## src/sv/bsoc_pkg.sv

```systemverilog
// ----------------------------------------------------------------------------
// bsoc_pkg
// Shared types and constants for the battery state-of-charge estimator:
// queue entry, back-end state encoding, register indexes and the Li-ion curve.
// ----------------------------------------------------------------------------
package bsoc_pkg;

  // Field widths
  localparam int ADC_W   = 12;  // converter reading
  localparam int RATIO_W = 3;   // divider ratio register
  localparam int SHIFT_W = 3;   // smoothing shift register
  localparam int MV_W    = 14;  // battery millivolts / average
  localparam int PCT_W   = 7;   // charge percentage
  localparam int CFG_IDX_W = 1;
  localparam int CFG_DATA_W = 3;

  // Stream data widths (padded to whole bytes)
  localparam int IN_TDATA_W  = 16;
  localparam int OUT_TDATA_W = 24;

  // Register indexes
  localparam logic [CFG_IDX_W-1:0] REG_DIVIDER_RATIO   = 1'b0;
  localparam logic [CFG_IDX_W-1:0] REG_SMOOTHING_SHIFT = 1'b1;

  localparam logic [RATIO_W-1:0] RATIO_RESET = 3'd2;
  localparam logic [SHIFT_W-1:0] SHIFT_RESET = 3'd3;

  localparam logic [MV_W-1:0] MV_MAX = 14'd16383;

  // Discharge curve, highest voltage first
  localparam int CURVE_POINTS = 11;
  localparam int SEG_W  = 4;        // segment index
  localparam int CMV_W  = 13;       // curve voltage width
  localparam int SPAN_W = 9;        // widest segment is 380 mV
  localparam int DP_W   = 4;        // percent step per segment
  localparam int NUM_W  = SPAN_W + DP_W;
  localparam int CNT_W  = 4;        // divider step counter

  localparam logic [CMV_W-1:0] CURVE_MV [CURVE_POINTS] = '{
    13'd4200, 13'd4060, 13'd3980, 13'd3920, 13'd3870, 13'd3820,
    13'd3790, 13'd3770, 13'd3730, 13'd3680, 13'd3300
  };
  localparam logic [PCT_W-1:0] CURVE_PCT [CURVE_POINTS] = '{
    7'd100, 7'd90, 7'd80, 7'd70, 7'd60, 7'd50, 7'd40, 7'd30, 7'd20, 7'd10, 7'd0
  };
  localparam logic [PCT_W-1:0] PCT_FULL  = 7'd100;
  localparam logic [PCT_W-1:0] PCT_EMPTY = 7'd0;

  // Item passed from the front end to the back end
  typedef struct packed {
    logic            read_ok;
    logic [MV_W-1:0] volt;     // scaled and saturated battery voltage
  } bsoc_entry_t;

  // Back-end sequencer
  typedef enum logic [1:0] {
    B_IDLE,
    B_LOOKUP,
    B_DIV,
    B_EMIT
  } bsoc_state_t;

endpackage

```

## src/sv/battery_ema_soc_estimator.sv

```systemverilog
// ----------------------------------------------------------------------------
// battery_ema_soc_estimator
// Battery voltage smoothing and state-of-charge estimate from ADC samples.
// ----------------------------------------------------------------------------
// Each accepted sample returns one result: the charge percentage, the smoothed
// battery voltage and a sample-seen flag. A good sample goes through queue pop,
// average update, curve lookup, a 13-step serial divide for the interpolation
// and result load; a sample on or beyond a curve end skips the divide, and a
// failed read goes from the pop to the load. The back end takes no new sample
// until the last result is loaded, so the serial divider limits the sustained
// rate. A queue of QUEUE_DEPTH entries in front of the sequencer keeps the input
// ready, until it fills, while a result waits to be taken. The user must write
// configuration registers only while the block is idle; it does not enforce this.
module battery_ema_soc_estimator #(
  parameter int QUEUE_DEPTH = 2
) (
  input  logic                                   clk,
  input  logic                                   rst_n,
  // Sample stream
  input  logic                                   in_tvalid,
  output logic                                   in_tready,
  input  logic [bsoc_pkg::IN_TDATA_W-1:0]        in_tdata,   // [11:0] adc_millivolts
  input  logic                                   in_tuser,   // [0] read_ok
  // Result stream
  output logic                                   out_tvalid,
  input  logic                                   out_tready,
  output logic [bsoc_pkg::OUT_TDATA_W-1:0]       out_tdata,  // [6:0] charge_percent,
                                                             // [20:7] average_millivolts
  output logic                                   out_tuser,  // [0] sample_seen
  // Configuration writes
  input  logic                                   cfg_we,
  input  logic [bsoc_pkg::CFG_IDX_W-1:0]         cfg_addr,
  input  logic [bsoc_pkg::CFG_DATA_W-1:0]        cfg_wdata
);
  import bsoc_pkg::*;

  logic [RATIO_W-1:0] divider_ratio_r;
  logic [SHIFT_W-1:0] smoothing_shift_r;

  bsoc_entry_t push_entry, pop_entry;
  logic        q_push, q_full, q_pop, q_valid;

  // Configuration registers
  always_ff @(posedge clk) begin
    if (!rst_n) begin
      divider_ratio_r   <= RATIO_RESET;
      smoothing_shift_r <= SHIFT_RESET;
    end else if (cfg_we) begin
      unique case (cfg_addr)
        REG_DIVIDER_RATIO:   divider_ratio_r   <= cfg_wdata[RATIO_W-1:0];
        REG_SMOOTHING_SHIFT: smoothing_shift_r <= cfg_wdata[SHIFT_W-1:0];
        default: ;
      endcase
    end
  end

  // Front end: accept and scale
  bsoc_front u_front (
    .in_tvalid     (in_tvalid),
    .in_tready     (in_tready),
    .in_tdata      (in_tdata),
    .in_tuser      (in_tuser),
    .divider_ratio (divider_ratio_r),
    .q_full        (q_full),
    .q_push        (q_push),
    .q_entry       (push_entry)
  );

  // Decoupling queue
  bsoc_queue #(
    .DEPTH (QUEUE_DEPTH)
  ) u_queue (
    .clk        (clk),
    .rst_n      (rst_n),
    .push       (q_push),
    .push_entry (push_entry),
    .full       (q_full),
    .pop        (q_pop),
    .pop_valid  (q_valid),
    .pop_entry  (pop_entry)
  );

  // Back end: average, interpolation, result register
  bsoc_back u_back (
    .clk             (clk),
    .rst_n           (rst_n),
    .smoothing_shift (smoothing_shift_r),
    .q_valid         (q_valid),
    .q_entry         (pop_entry),
    .q_pop           (q_pop),
    .out_tvalid      (out_tvalid),
    .out_tready      (out_tready),
    .out_tdata       (out_tdata),
    .out_tuser       (out_tuser)
  );

endmodule

```

## src/sv/bsoc_front.sv

```systemverilog
// ----------------------------------------------------------------------------
// bsoc_front
// Input side: accepts samples, applies the divider correction with saturation
// and hands a classified entry to the queue.
// ----------------------------------------------------------------------------
module bsoc_front (
  input  logic                                    in_tvalid,
  output logic                                    in_tready,
  input  logic [bsoc_pkg::IN_TDATA_W-1:0]         in_tdata,   // [11:0] adc_millivolts
  input  logic                                    in_tuser,   // [0] read_ok
  input  logic [bsoc_pkg::RATIO_W-1:0]            divider_ratio,
  input  logic                                    q_full,
  output logic                                    q_push,
  output bsoc_pkg::bsoc_entry_t                   q_entry
);
  import bsoc_pkg::*;

  logic [ADC_W+RATIO_W-1:0] scaled;

  // Divider correction, clipped to the 14-bit range
  assign scaled = (ADC_W+RATIO_W)'(in_tdata[ADC_W-1:0]) * (ADC_W+RATIO_W)'(divider_ratio);

  always_comb begin
    q_entry.read_ok = in_tuser;
    if (scaled > (ADC_W+RATIO_W)'(MV_MAX)) begin
      q_entry.volt = MV_MAX;
    end else begin
      q_entry.volt = scaled[MV_W-1:0];
    end
  end

  assign in_tready = !q_full;
  assign q_push    = in_tvalid && !q_full;

endmodule

```

## src/sv/bsoc_queue.sv

```systemverilog
// ----------------------------------------------------------------------------
// bsoc_queue
// Small FIFO between front and back end so that each side stalls on its own.
// ----------------------------------------------------------------------------
module bsoc_queue #(
  parameter int DEPTH = 2
) (
  input  logic                  clk,
  input  logic                  rst_n,
  input  logic                  push,
  input  bsoc_pkg::bsoc_entry_t push_entry,
  output logic                  full,
  input  logic                  pop,
  output logic                  pop_valid,
  output bsoc_pkg::bsoc_entry_t pop_entry
);
  import bsoc_pkg::*;

  localparam int PTR_W = (DEPTH > 1) ? $clog2(DEPTH) : 1;
  localparam int CNT_QW = $clog2(DEPTH + 1);

  bsoc_entry_t       slot_r [DEPTH];
  logic [PTR_W-1:0]  wr_ptr_r, wr_ptr_nxt;
  logic [PTR_W-1:0]  rd_ptr_r, rd_ptr_nxt;
  logic [CNT_QW-1:0] count_r, count_nxt;
  logic              do_push, do_pop;

  assign full      = (count_r == CNT_QW'(DEPTH));
  assign pop_valid = (count_r != '0);
  assign pop_entry = slot_r[rd_ptr_r];
  assign do_push   = push && !full;
  assign do_pop    = pop && pop_valid;

  // Pointer and occupancy update
  always_comb begin
    wr_ptr_nxt = wr_ptr_r;
    rd_ptr_nxt = rd_ptr_r;
    count_nxt  = count_r;
    if (do_push) begin
      wr_ptr_nxt = (wr_ptr_r == PTR_W'(DEPTH - 1)) ? '0 : wr_ptr_r + 1'b1;
    end
    if (do_pop) begin
      rd_ptr_nxt = (rd_ptr_r == PTR_W'(DEPTH - 1)) ? '0 : rd_ptr_r + 1'b1;
    end
    if (do_push && !do_pop) begin
      count_nxt = count_r + 1'b1;
    end else if (do_pop && !do_push) begin
      count_nxt = count_r - 1'b1;
    end
  end

  always_ff @(posedge clk) begin
    if (!rst_n) begin
      wr_ptr_r <= '0;
      rd_ptr_r <= '0;
      count_r  <= '0;
    end else begin
      wr_ptr_r <= wr_ptr_nxt;
      rd_ptr_r <= rd_ptr_nxt;
      count_r  <= count_nxt;
    end
  end

  // Storage
  always_ff @(posedge clk) begin
    if (do_push) begin
      slot_r[wr_ptr_r] <= push_entry;
    end
  end

endmodule

```

## src/sv/bsoc_back.sv

```systemverilog
// ----------------------------------------------------------------------------
// bsoc_back
// Back end: moving-average update, curve segment lookup, serial divide for
// the interpolation, and the result register.
// ----------------------------------------------------------------------------
module bsoc_back (
  input  logic                                  clk,
  input  logic                                  rst_n,
  input  logic [bsoc_pkg::SHIFT_W-1:0]          smoothing_shift,
  input  logic                                  q_valid,
  input  bsoc_pkg::bsoc_entry_t                 q_entry,
  output logic                                  q_pop,
  output logic                                  out_tvalid,
  input  logic                                  out_tready,
  output logic [bsoc_pkg::OUT_TDATA_W-1:0]      out_tdata,  // [6:0] charge_percent,
                                                            // [20:7] average_millivolts
  output logic                                  out_tuser   // [0] sample_seen
);
  import bsoc_pkg::*;

  bsoc_state_t state_r, state_nxt;

  // Estimator state
  logic [MV_W-1:0]   avg_r;
  logic              seeded_r;
  logic [PCT_W-1:0]  pct_r;

  // Divider
  logic [NUM_W-1:0]  num_r;
  logic [SPAN_W-1:0] den_r;
  logic [SPAN_W-1:0] rem_r;
  logic [NUM_W-1:0]  quo_r;
  logic [PCT_W-1:0]  base_r;
  logic [CNT_W-1:0]  cnt_r;

  // Result register
  logic              out_valid_r;
  logic [PCT_W-1:0]  out_pct_r;
  logic [MV_W-1:0]   out_avg_r;
  logic              out_have_r;

  // Control decodes
  logic take_item, in_range, div_last, emit_load;

  // Moving-average step: avg + ((v - avg) >>> shift), floor shift
  logic signed [MV_W:0] diff;
  logic signed [MV_W:0] step;
  logic [MV_W:0]        avg_sum;
  logic [MV_W-1:0]      avg_new;

  assign diff    = $signed({1'b0, q_entry.volt}) - $signed({1'b0, avg_r});
  assign step    = diff >>> smoothing_shift;
  assign avg_sum = {1'b0, avg_r} + $unsigned(step);
  assign avg_new = seeded_r ? avg_sum[MV_W-1:0] : q_entry.volt;

  // Segment lookup: first segment whose lower end is at or below the average
  logic [SEG_W-1:0]   seg;
  logic               seg_found;
  logic [CMV_W-1:0]   seg_lo;
  logic [CMV_W-1:0]   seg_hi;
  logic [SPAN_W-1:0]  seg_span;
  logic [SPAN_W-1:0]  seg_off;
  logic [DP_W-1:0]    seg_dp;
  logic [CMV_W:0]     off_full;
  logic [PCT_W-1:0]   dp_full;

  always_comb begin
    seg       = '0;
    seg_found = 1'b0;
    for (int i = 0; i < CURVE_POINTS - 1; i++) begin
      if (!seg_found && (avg_r >= MV_W'(CURVE_MV[i+1]))) begin
        seg       = SEG_W'(i);
        seg_found = 1'b1;
      end
    end
  end

  always_comb begin
    seg_lo   = CURVE_MV[seg + 1'b1];
    seg_hi   = CURVE_MV[seg];
    seg_span = SPAN_W'(seg_hi - seg_lo);
    off_full = (CMV_W+1)'(avg_r) - (CMV_W+1)'(seg_lo);
    seg_off  = off_full[SPAN_W-1:0];
    dp_full  = CURVE_PCT[seg] - CURVE_PCT[seg + 1'b1];
    seg_dp   = dp_full[DP_W-1:0];
  end

  assign in_range = (avg_r < MV_W'(CURVE_MV[0])) &&
                    (avg_r > MV_W'(CURVE_MV[CURVE_POINTS-1]));

  // Restoring divide step
  logic [SPAN_W:0]   rem_sh;
  logic              rem_ge;
  logic [SPAN_W:0]   rem_sub;

  assign rem_sh  = {rem_r, num_r[NUM_W-1]};
  assign rem_ge  = (rem_sh >= {1'b0, den_r});
  assign rem_sub = rem_sh - {1'b0, den_r};

  // Next state
  always_comb begin
    state_nxt = state_r;
    unique case (state_r)
      B_IDLE: begin
        if (q_valid) begin
          state_nxt = q_entry.read_ok ? B_LOOKUP : B_EMIT;
        end
      end
      B_LOOKUP: begin
        state_nxt = in_range ? B_DIV : B_EMIT;
      end
      B_DIV: begin
        if (div_last) begin
          state_nxt = B_EMIT;
        end
      end
      B_EMIT: begin
        if (!out_valid_r) begin
          state_nxt = B_IDLE;
        end
      end
      default: state_nxt = B_IDLE;
    endcase
  end

  // Control outputs
  always_comb begin
    take_item = (state_r == B_IDLE) && q_valid;
    div_last  = (state_r == B_DIV) && (cnt_r == '0);
    emit_load = (state_r == B_EMIT) && !out_valid_r;
  end

  assign q_pop = take_item;

  always_ff @(posedge clk) begin
    if (!rst_n) begin
      state_r <= B_IDLE;
    end else begin
      state_r <= state_nxt;
    end
  end

  // Estimator state
  always_ff @(posedge clk) begin
    if (!rst_n) begin
      avg_r    <= '0;
      seeded_r <= 1'b0;
      pct_r    <= '0;
    end else begin
      if (take_item && q_entry.read_ok) begin
        avg_r    <= avg_new;
        seeded_r <= 1'b1;
      end
      if (state_r == B_LOOKUP && !in_range) begin
        pct_r <= (avg_r >= MV_W'(CURVE_MV[0])) ? PCT_FULL : PCT_EMPTY;
      end
      // final quotient bit is resolved in this same cycle
      if (div_last) begin
        pct_r <= base_r + {quo_r[PCT_W-2:0], rem_ge};
      end
    end
  end

  // Interpolation datapath: (avg - lo) * dp / span, one quotient bit a cycle
  always_ff @(posedge clk) begin
    if (state_r == B_LOOKUP) begin
      num_r  <= NUM_W'(seg_off) * NUM_W'(seg_dp);
      den_r  <= seg_span;
      base_r <= CURVE_PCT[seg + 1'b1];
      rem_r  <= '0;
      quo_r  <= '0;
      cnt_r  <= CNT_W'(NUM_W - 1);
    end else if (state_r == B_DIV) begin
      num_r <= {num_r[NUM_W-2:0], 1'b0};
      cnt_r <= cnt_r - 1'b1;
      if (rem_ge) begin
        rem_r <= rem_sub[SPAN_W-1:0];
        quo_r <= {quo_r[NUM_W-2:0], 1'b1};
      end else begin
        rem_r <= rem_sh[SPAN_W-1:0];
        quo_r <= {quo_r[NUM_W-2:0], 1'b0};
      end
    end
  end

  // Result register
  always_ff @(posedge clk) begin
    if (!rst_n) begin
      out_valid_r <= 1'b0;
    end else if (emit_load) begin
      out_valid_r <= 1'b1;
    end else if (out_tready) begin
      out_valid_r <= 1'b0;
    end
  end

  always_ff @(posedge clk) begin
    if (emit_load) begin
      out_pct_r  <= pct_r;
      out_avg_r  <= avg_r;
      out_have_r <= seeded_r;
    end
  end

  assign out_tvalid = out_valid_r;
  assign out_tdata  = {(OUT_TDATA_W - MV_W - PCT_W)'(0), out_avg_r, out_pct_r};
  assign out_tuser  = out_have_r;

endmodule
```

## config.mk

```make
export PLATFORM = sky130hd
export DESIGN_NAME = battery_ema_soc_estimator
export DESIGN_NICKNAME = d
export VERILOG_FILES = /design/src/sv/bsoc_pkg.sv /design/src/sv/battery_ema_soc_estimator.sv /design/src/sv/bsoc_front.sv /design/src/sv/bsoc_queue.sv /design/src/sv/bsoc_back.sv
export SDC_FILE = /design/constraint.sdc
export NUM_CORES = 1
export LEC_CHECK = 0
export BUFFER_PORTS_ARGS = -buffer_cell sky130_fd_sc_hd__buf_2
export CAP_MARGIN = 0
export CORE_MARGIN = 5
export CORE_UTILIZATION = 50
export DETAILED_ROUTE_END_ITERATION = 10
export GPL_TIMING_DRIVEN = 1
export PLACE_DENSITY = 0.79
export SLEW_MARGIN = 20
export SYNTH_ARGS = -nofsm -noshare
export SYNTH_HDL_FRONTEND = slang
export SYNTH_SLANG_ARGS = --single-unit
```

## constraint.sdc

```tcl
create_clock -name clk -period 6.5 [get_ports clk]
set_input_delay 0.325 -clock clk [delete_from_list [all_inputs] [get_ports clk]]
set_output_delay 0.325 -clock clk [all_outputs]
set_load 0.03 [all_outputs]
```

==> results of run 1 <==
[cells in the mapped netlist, drive strengths merged, types with 3 or more instances]
cell type | count | share of area [%]
nor2 | 107 | 3.9
nand2 | 103 | 3.8
ha | 100 | 12
inv | 89 | 3.3
edfxtp | 78 | 23
a21oi | 63 | 3.1
dfxtp | 55 | 11
o21ai | 55 | 2.8
xnor2 | 44 | 3.9
mux2 | 34 | 3.7
mux2i | 34 | 3.3
a21o | 31 | 2.3
fa | 26 | 5.1
clkbuf | 25 | 0.91
nand3 | 25 | 1.2
xor2 | 21 | 1.8
a211oi | 20 | 1.5
buf | 17 | 0.94
nand2b | 17 | 1.0
nor3 | 14 | 0.68
nor2b | 13 | 0.79
a31oi | 12 | 0.73
o21a | 12 | 0.88
a21boi | 10 | 0.73
and2 | 10 | 0.62
o21bai | 8 | 0.59
or2 | 7 | 0.43
and3 | 5 | 0.32
nand4 | 5 | 0.30
a221oi | 4 | 0.40
o211ai | 4 | 0.29
nor4 | 3 | 0.18
o211a | 3 | 0.29
o311ai | 3 | 0.26
o31ai | 3 | 0.22
[cell usage in the layout, fill, tap and decap left out, drive strengths merged, types with 4 or more instances in the layout]
cell type,count
a211oi,20
a21boi,10
a21o,31
a21oi,63
a221oi,4
a31oi,12
and2,10
and3,5
buf,92
clkbuf,24
clkinv,7
dfxtp,55
edfxtp,78
fa,26
ha,100
inv,89
mux2,34
mux2i,34
nand2,103
nand2b,17
nand3,25
nand4,5
nor2,107
nor2b,13
nor3,14
o211ai,4
o21a,12
o21ai,55
o21bai,8
or2,7
xnor2,44
xor2,21
[worst reg2reg max path, delay by kind of cell, from the launching register on]
| kind | cells | cell delay [ns] |
|---|---|---|
| multiplexers | 1 | 0.26 |
| AO/OA/AOI/OAI | 10 | 1.67 |
| flip-flops | 1 | 0.35 |
| AND/OR/NAND/NOR | 7 | 0.91 |
| buffers and inverters | 3 | 0.19 |
| XOR/XNOR | 2 | 0.32 |
| adder cells (fa/ha/maj) | 7 | 2.28 |
[cells by family after synthesis]
logic type | count (synthesis) | synth area share, %
fa+ha+maj | 126 | 17.3
xor+xnor | 65 | 5.69
other cells | 1 | 0.0365
buf+inv | 132 | 5.14
flops | 133 | 33.5
compound gates | 254 | 16.3
simple gates | 326 | 14.9
mux | 68 | 7.05
[path summary, 6_finish.rpt]
check,to,slack (ns),depth (start not counted)
setup / recovery,u_back.num_r[12]$_DFFE_PP_,0.27,30
setup reg to reg,u_back.num_r[12]$_DFFE_PP_,0.27,30
hold / removal,u_back.out_tvalid$_SDFFE_PN0P_,0.09,2
hold reg to reg,u_back.out_pct_r[1]$_DFFE_PP_,0.43,0
[registers in the layout, summed over array words and instances, names as in the netlist, 7 cells and up, named ones only]
register / cells
u_back.out_pct_r: 7
u_back.avg_r: 14
u_back.den_r: 8
u_queue.slot_r: 30
u_back.rem_r: 9
u_back.pct_r: 7
u_back.num_r: 12
u_back.out_avg_r: 14
[metal layers]
| layer | global-route usage [%] | up-vias | wire [µm] |
|---|---|---|---|
| met2 | 35.6 | 171 | 11900 |
| li1 | - | 4047 | - |
| met3 | 3.56 | 44 | 756 |
| met5 | 0 | - | 0 |
| met4 | 7.17 | 0 | 486 |
| met1 | 21.4 | 3814 | 9250 |
[power by group through the flow]
stage                     combinational [µW]  clock [µW]  sequential [µW]
after floorplan                         3230           0             1360
after global placement                  4030           0             1380
after detailed placement                4130           0             1390
after CTS                               4170         933             1380
after global routing                    4740         979             1400
final                                   4230         920             1380
[repair_timing]
action / CTS / global route
endpoints found under the setup margin: 0 / 3
resized for setup: 0 / 20
setup buffers: 0 / 4
[metrics by stage]
stage	util [%]	hold WS [ns]	setup TNS [ns]	cells	total power, µW
final	57.5	0.0879	0	1459	6530
after floorplan	-	0.406	0	1107	4600
after detailed placement	54.2	0.419	0	1423	5520
after CTS	57.0	0.0741	0	1455	6470
after global placement	54.2	0.412	0	1423	5410
after global routing	57.5	0.0871	-0.0908	1459	7120
[final cells by class]
type	count	area (µm²)	area share, %
Multi-Input combinational cell	842	6370	54.7
Sequential cell	133	3450	29.6
Timing Repair Buffer	92	578	4.97
Clock buffer	24	493	4.23
Inverter	90	338	2.90
Tap cell	270	338	2.90
Clock inverter	8	73.8	0.634
==> results.yml, run 1 <==
critical_path:
  critical_path_arrival_ns: 6.40
  reg2reg_from: "u_back.avg_r[13]$_SDFFE_PN0P_"
  cp_data_required_time_ns: 6.67
  critPathLaunchType: "register"
  critPathSlowestCell: "fa_1"
  end_kind: "register"
  crit_family: "adder cells"
  crit_buf_inv: 3
  critPathMostFrequentCell: "ha_1"
  crit_fanout: 5
  slowest_delay_ns: 0.44
  critPathLaunch: "u_back.avg_r[13]$_SDFFE_PN0P_"
  worstSetupPathType: "reg -> reg"
timing:
  slew_headroom_pct: 37.7
  drv_slew: 0
  fin_ws_ns: 0.270
  fin_crit_sh_pct: 95.8
  final_hold_viol_count: 0
  tightest_slew_ns: 0.933
  skew_ns: 0.0113
  setup_viol: 0
  fmax_mhz: 161
  layout_min_cycle_time_ns: 6.23
power_and_ir_drop:
  pwr-share-clk_pct: 14.1
  ir_worst_vdd_mv: 0.259
  pwr-share-comb_pct: 64.8
  p_int_uw: 3690
  power_frac_seq_pct: 21.1
  leakagePower_uw: 0.00515
  p_sw_uw: 2830
  p_per_area_nw_per_um2: 561
  switching_share_pct: 43.4
drt:
  antenna_left: 0
  wirelength_um: 22400
  via_per_inst: 5.54
  vias: 8076
  first_pass_iters: 6
  drcViolationCount: 0
  avgRoutedWirePerCell_um: 15.4
  dr.first_iter.drc_count: 378
logic_synthesis:
  synth_ff_type: "edfxtp_1"
  synth_seq_area_share_pct: 33.5
  synth_cells: 1105
  synth_cell_types: 81
  async_flop_share_pct: 0
  ys_warn_count: 0
  avgSynthCellArea_um2: 9.29
  synth_seq_cells: 133
  synth-edff-count: 78
  syn-cell-area_um2: 10300
layout:
  drive_above_1_share_pct: 16.1
  nNetsFinal: 1328
  fillCellCount: 1708
  fin_area_um2: 11600
  area_delta_synth_final_pct: 13.4
  n_antenna_cell: 0
floorplanning:
  fp-row-count: 52
  core_um2: 20200
  die_y_um: 153
  dieArea_um2: 23500
  io_pins: 53
  fp.dieW_um: 153
  initial_core_util_pct: 50.7
cts:
  cts.root.buffer_cell: "clkbuf_16"
  ctsLongestPathBuffers: 2
  htreeDepth: 4
  ctsHoldBuffers: 0
  clk_latency_ns: 0.42
  cts_tree: "built"
  numCtsBuffers: 17
  cts_sinks: 133
  path_clk_slew_ns: 0.06
run_status:
  status: "complete, no violations"
grt:
  grt_pass1_wl_um: 37000
  track_usage_pct: 19.1
  grt_overflow: 0
  grt_pass1_vias: 7933
  grt_antenna_before_repair: 0
  grt_max_degree: 44
place:
  dp_worst_setup_slack_ns: 0.104
  portBuffers: 45
  gp_congestion: 0.900
  place_area_um2: 11000
  dpl.hpwl_um: 17200
hold_path:
  min_from: "out_tready"
  hold_path_class: "in -> reg"
job:
  max_cap_violations: 0
Power figures use the tool's default switching activity.
==> run 2: changes to the inputs <==
- MAX_ROUTING_LAYER: not set -> met4
- SKIP_LAST_GASP: not set -> 1
==> results.yml, run 2 (synthesis results as in run 1) <==
layout:
  layout_commonest_cell: "nor2_1"
  final_cell_mix: "nor2_1, nand2_1, ha_1"
  multi_input_area_um2: 6390
  top_register: "u_queue.slot_r"
  largest_reg_flops: 30
  n_antenna_cell: 0
  instances_no_fill: 1457
  drive_above_1_share_pct: 16.1
  area_delta_synth_final_pct: 14.0
  top_regs: "u_queue.slot_r: 30 flops, u_back.avg_r: 14 flops, u_back.out_avg_r: 14 flops"
  utilization_pct: 57.8
  fillCellCount: 1698
  seq_area_um2: 3450
  nNetsFinal: 1326
critical_path:
  critical_path_arrival_ns: 6.47
  cp_data_required_time_ns: 6.67
  crit_fanout: 6
  critPathSlowestCell: "fa_1"
  critPathMostFrequentCell: "ha_1"
  critPathLaunchType: "register"
  end_kind: "register"
  slowest_delay_ns: 0.44
  worstSetupPathType: "reg -> reg"
floorplanning:
  dieArea_um2: 23500
  die_y_um: 153
  io_pins: 53
  core_um2: 20200
  initial_core_util_pct: 50.7
  fp-row-count: 52
  fp.dieW_um: 153
place:
  portBuffers: 45
  gp_congestion: 0.916
  place_inst: 1423
  dpl.hpwl_um: 17100
cts:
  numCtsBuffers: 17
  path_clk_slew_ns: 0.06
  clk_latency_ns: 0.42
  cts_sinks: 133
  htreeDepth: 4
  ctsLongestPathBuffers: 2
  ctsHoldBuffers: 0
  cts_tree: "built"
  cts.root.buffer_cell: "clkbuf_16"
job:
  max_cap_violations: 0
run_status:
  status: "complete, no violations"
timing:
  tightest_slew_ns: 0.943
  layout_min_cycle_time_ns: 6.30
  setup_viol: 0
  skew_ns: 0.00745
  drv_slew: 0
  final_hold_viol_count: 0
  fin_crit_sh_pct: 97.0
  fmax_mhz: 159
  setup_tns_ns: 0
  slew_headroom_pct: 37.0
power_and_ir_drop:
  leakagePower_uw: 0.00517
  ir_worst_vdd_mv: 0.324
  p_per_area_nw_per_um2: 577
drt:
  dr.first_iter.drc_count: 439
  wirelength_um: 22400
  via_per_inst: 5.49
  antenna_left: 0
  vias: 7995
  drcViolationCount: 0
  avgRoutedWirePerCell_um: 15.4
  first_pass_iters: 6
grt:
  grt_overflow: 0
  grt_antenna_before_repair: 0
  track_usage_pct: 19.8
  grt_max_degree: 44
  grt_pass1_vias: 7949
  grt_pass1_wl_um: 37500
hold_path:
  hold_path_class: "in -> reg"
-- run 2: where the power goes --
group          total (µW)  switching (µW)  leakage (µW)  internal (µW)
sequential           1380             157       0.00118           1220
clock                1020             351      0.000298            671
combinational        4340            2380       0.00369           1960
total                6740            2890       0.00517           3860
-- run 2: final cells by class --
class                           instances  share of cell area, %
Sequential cell                       133                   29.5
Timing Repair Buffer                   90                   4.81
Clock inverter                         13                   1.59
Multi-Input combinational cell        842                   54.6
Inverter                               90                   2.89
Tap cell                              270                   2.89
Clock buffer                           19                   3.70
-- run 2: worst max-delay path: cells and delay by family (launching register included) --
family                   cells  cell delay (ns)
AO/OA/AOI/OAI               13             2.34
adder cells (fa/ha/maj)      7             2.26
flip-flops                   1             0.35
AND/OR/NAND/NOR              4             0.32
XOR/XNOR                     2             0.31
multiplexers                 1             0.26
buffers and inverters        3             0.20
-- run 2: repair_timing --
item,CTS,global route
buffers inserted,0,2
gates resized for setup,0,22
endpoints found under the setup margin,0,3
-- run 2: final timing paths --
path	from	end	slack, ns	cells past startpoint
max	u_back.avg_r[2]$_SDFFE_PN0P_	u_back.num_r[12]$_DFFE_PP_	0.20	30
min	out_tready	u_back.out_tvalid$_SDFFE_PN0P_	0.09	2
max reg2reg	u_back.avg_r[2]$_SDFFE_PN0P_	u_back.num_r[12]$_DFFE_PP_	0.20	30
min reg2reg	u_back.pct_r[1]$_SDFFE_PN0P_	u_back.out_pct_r[1]$_DFFE_PP_	0.43	0
-- run 2: metal layers --
metal  up-vias  routed length, µm  track usage (%)
met5         -                  0                -
li1       4035                  -                -
met4         0                363             5.69
met3        30                868             3.68
met2       154              11800             35.9
met1      3776               9310             22.3
-- run 2: stage by stage --
step	worst slack [ns]	instance area [µm²]	total power (µW)	hold WS [ns]
final	0.196	11700	6740	0.0865
after global routing	-0.135	11700	7360	0.0795
after CTS	0.00242	11600	6610	0.0684
after detailed placement	0.157	11000	5500	0.418
after global placement	0.229	11000	5410	0.413
after floorplan	0.0553	10300	4600	0.406
==> run 3: changes to the inputs <==
- BUFFER_PORTS_ARGS: -buffer_cell sky130_fd_sc_hd__buf_2 -> -buffer_cell sky130_fd_sc_hd__buf_4
==> results.yml, run 3 (synthesis results as in run 1) <==
critical_path:
  crit_end: "u_back.num_r[12]$_DFFE_PP_"
  cp_num_cells: 26
  crit_buf_inv: 5
  end_kind: "register"
  critPathSlowestCell: "fa_1"
  crit_fanout: 8
  reg2reg_from: "u_back.avg_r[13]$_SDFFE_PN0P_"
  cp_data_required_time_ns: 6.68
  slowest_delay_ns: 0.51
  crit_family: "adder cells"
  rrSetupSlack_ns: 0.33
  worstSetupPathType: "reg -> reg"
  critical_path_arrival_ns: 6.35
  reg2reg_depth: 26
  r2r-end: "u_back.num_r[12]$_DFFE_PP_"
  critPathLaunch: "u_back.avg_r[13]$_SDFFE_PN0P_"
  critPathLaunchType: "register"
place:
  place_area_um2: 11100
  gp_congestion: 0.922
  dp_worst_setup_slack_ns: 0.173
  portBuffers: 45
  dpl.hpwl_um: 17600
power_and_ir_drop:
  pwr-share-comb_pct: 64.3
  p_per_area_nw_per_um2: 563
  pwr-share-clk_pct: 14.9
  p_sw_uw: 2870
  leakagePower_uw: 0.00519
  p_int_uw: 3750
  power_frac_seq_pct: 20.8
  switching_share_pct: 43.4
  ir_worst_vdd_mv: 0.263
layout:
  top_register: "u_queue.slot_r"
  top_regs: "u_queue.slot_r: 30 flops, u_back.avg_r: 14 flops, u_back.out_avg_r: 14 flops"
  drive_above_1_share_pct: 16.4
  fin_area_um2: 11800
  fillCellCount: 1734
  n_antenna_cell: 0
  final_cell_mix: "nor2_1, nand2_1, ha_1"
  largest_reg_flops: 30
  area_delta_synth_final_pct: 14.6
  layout_commonest_cell: "nor2_1"
  nNetsFinal: 1326
timing:
  tightest_slew_ns: 0.907
  final_hold_viol_count: 0
  layout_min_cycle_time_ns: 6.17
  slew_headroom_pct: 39.5
  drv_slew: 0
  timing.hold.ws_ns: 0.0804
  setup_tns_ns: 0
  setup_viol: 0
  fmax_mhz: 162
  skew_ns: 0.00975
  fin_ws_ns: 0.333
  fin_crit_sh_pct: 94.9
job:
  max_cap_violations: 0
grt:
  grt_max_degree: 40
  track_usage_pct: 19.8
  grt_antenna_before_repair: 0
  grt_pass1_wl_um: 37500
  grt_overflow: 0
  grt_pass1_vias: 8048
drt:
  wirelength_um: 22500
  dr.first_iter.drc_count: 520
  first_pass_iters: 6
  avgRoutedWirePerCell_um: 15.5
  via_per_inst: 5.51
  vias: 8029
  drcViolationCount: 0
  antenna_left: 0
floorplanning:
  initial_core_util_pct: 50.7
  fp.dieW_um: 153
  dieArea_um2: 23500
  core_um2: 20200
  die_y_um: 153
  io_pins: 53
  fp-row-count: 52
cts:
  path_clk_slew_ns: 0.06
  htreeDepth: 4
  cts_sinks: 133
  cts_tree: "built"
  clk_latency_ns: 0.43
  cts.root.buffer_cell: "clkbuf_16"
  numCtsBuffers: 17
  ctsLongestPathBuffers: 2
  ctsHoldBuffers: 0
hold_path:
  min_from: "out_tready"
  hold_path_class: "in -> reg"
run_status:
  status: "complete, no violations"
==> run 3: cell types whose count changed in the layout (fill, tap and decap cells not counted), moves of 2 or more <==
| cell | previous run | this run |
|---|---|---|
| inv_6 | 0 | 4 |
| clkinv_1 | 6 | 1 |
| buf_4 | 45 | 90 |
| bufinv_16 | 5 | 3 |
| buf_2 | 45 | 0 |
| ha_4 | 2 | 0 |
| clkinv_4 | 0 | 2 |
| clkinvlp_4 | 1 | 3 |
==> run 3: per-layer routing <==
metal / vias up / track usage [%] / wire [µm] / part of all wire, %
li1: 4036 / - / - / -
met3: 41 / 4.01 / 897 / 4.0
met2: 169 / 35.8 / 11900 / 53
met5: - / - / 0 / 0
met4: 0 / 6.24 / 447 / 2.0
met1: 3783 / 22.0 / 9290 / 41
==> run 3: worst min-delay path by stage <==
stage,end,cells past startpoint,slack (ns)
after floorplan,u_back.out_tuser$_DFFE_PP_,0,0.41
after global placement,u_back.out_pct_r[3]$_DFFE_PP_,0,0.41
after detailed placement,u_back.out_pct_r[3]$_DFFE_PP_,0,0.41
after CTS,u_back.out_tvalid$_SDFFE_PN0P_,2,0.07
after global routing,u_queue.slot_r[1][14]$_DFFE_PP_,1,0.06
final,u_back.out_tvalid$_SDFFE_PN0P_,2,0.08
==> run 3: metrics by stage <==
stage               util [%]  std cells  total power, µW
floorplan                  -       1107             4600
global placement        54.8       1423             5430
detailed placement      54.8       1423             5570
CTS                     57.8       1455             6600
global route            58.1       1457             7230
finish                  58.1       1457             6620
==> run 3: worst reg2reg max path, delay by kind of cell (launching register included) <==
kind / cells / cell delay, ns
adders and majority gates: 6 / 2.10
and+or+nand+nor: 5 / 1.10
AOI/OAI and AO/OA: 7 / 1.09
muxes: 2 / 0.60
buffers and inverters: 5 / 0.55
DFF: 1 / 0.35
xor gates and xnor gates: 1 / 0.12
==> run 3: area by class of cell <==
type | count | area, µm² | area share [%]
Tap cell | 270 | 338 | 2.87
Multi-Input combinational cell | 842 | 6350 | 54.0
Timing Repair Buffer | 90 | 676 | 5.75
Inverter | 90 | 338 | 2.87
Sequential cell | 133 | 3450 | 29.3
Clock buffer | 18 | 429 | 3.65
Clock inverter | 14 | 175 | 1.49
==> run 3: timing repair <==
action / in CTS / in global routing
hold endpoints to repair: 0 / 0
resized for setup: 0 / 20
setup buffers: 0 / 2
setup endpoints to repair: 0 / 3
==> run 3: power groups by stage <==
stage / sequential, µW / combinational (µW) / clock [µW]
floorplan: 1360 / 3230 / 0
global placement: 1380 / 4050 / 0
detailed placement: 1400 / 4170 / 0
CTS: 1380 / 4220 / 999
global route: 1410 / 4780 / 1040
finish: 1380 / 4260 / 986
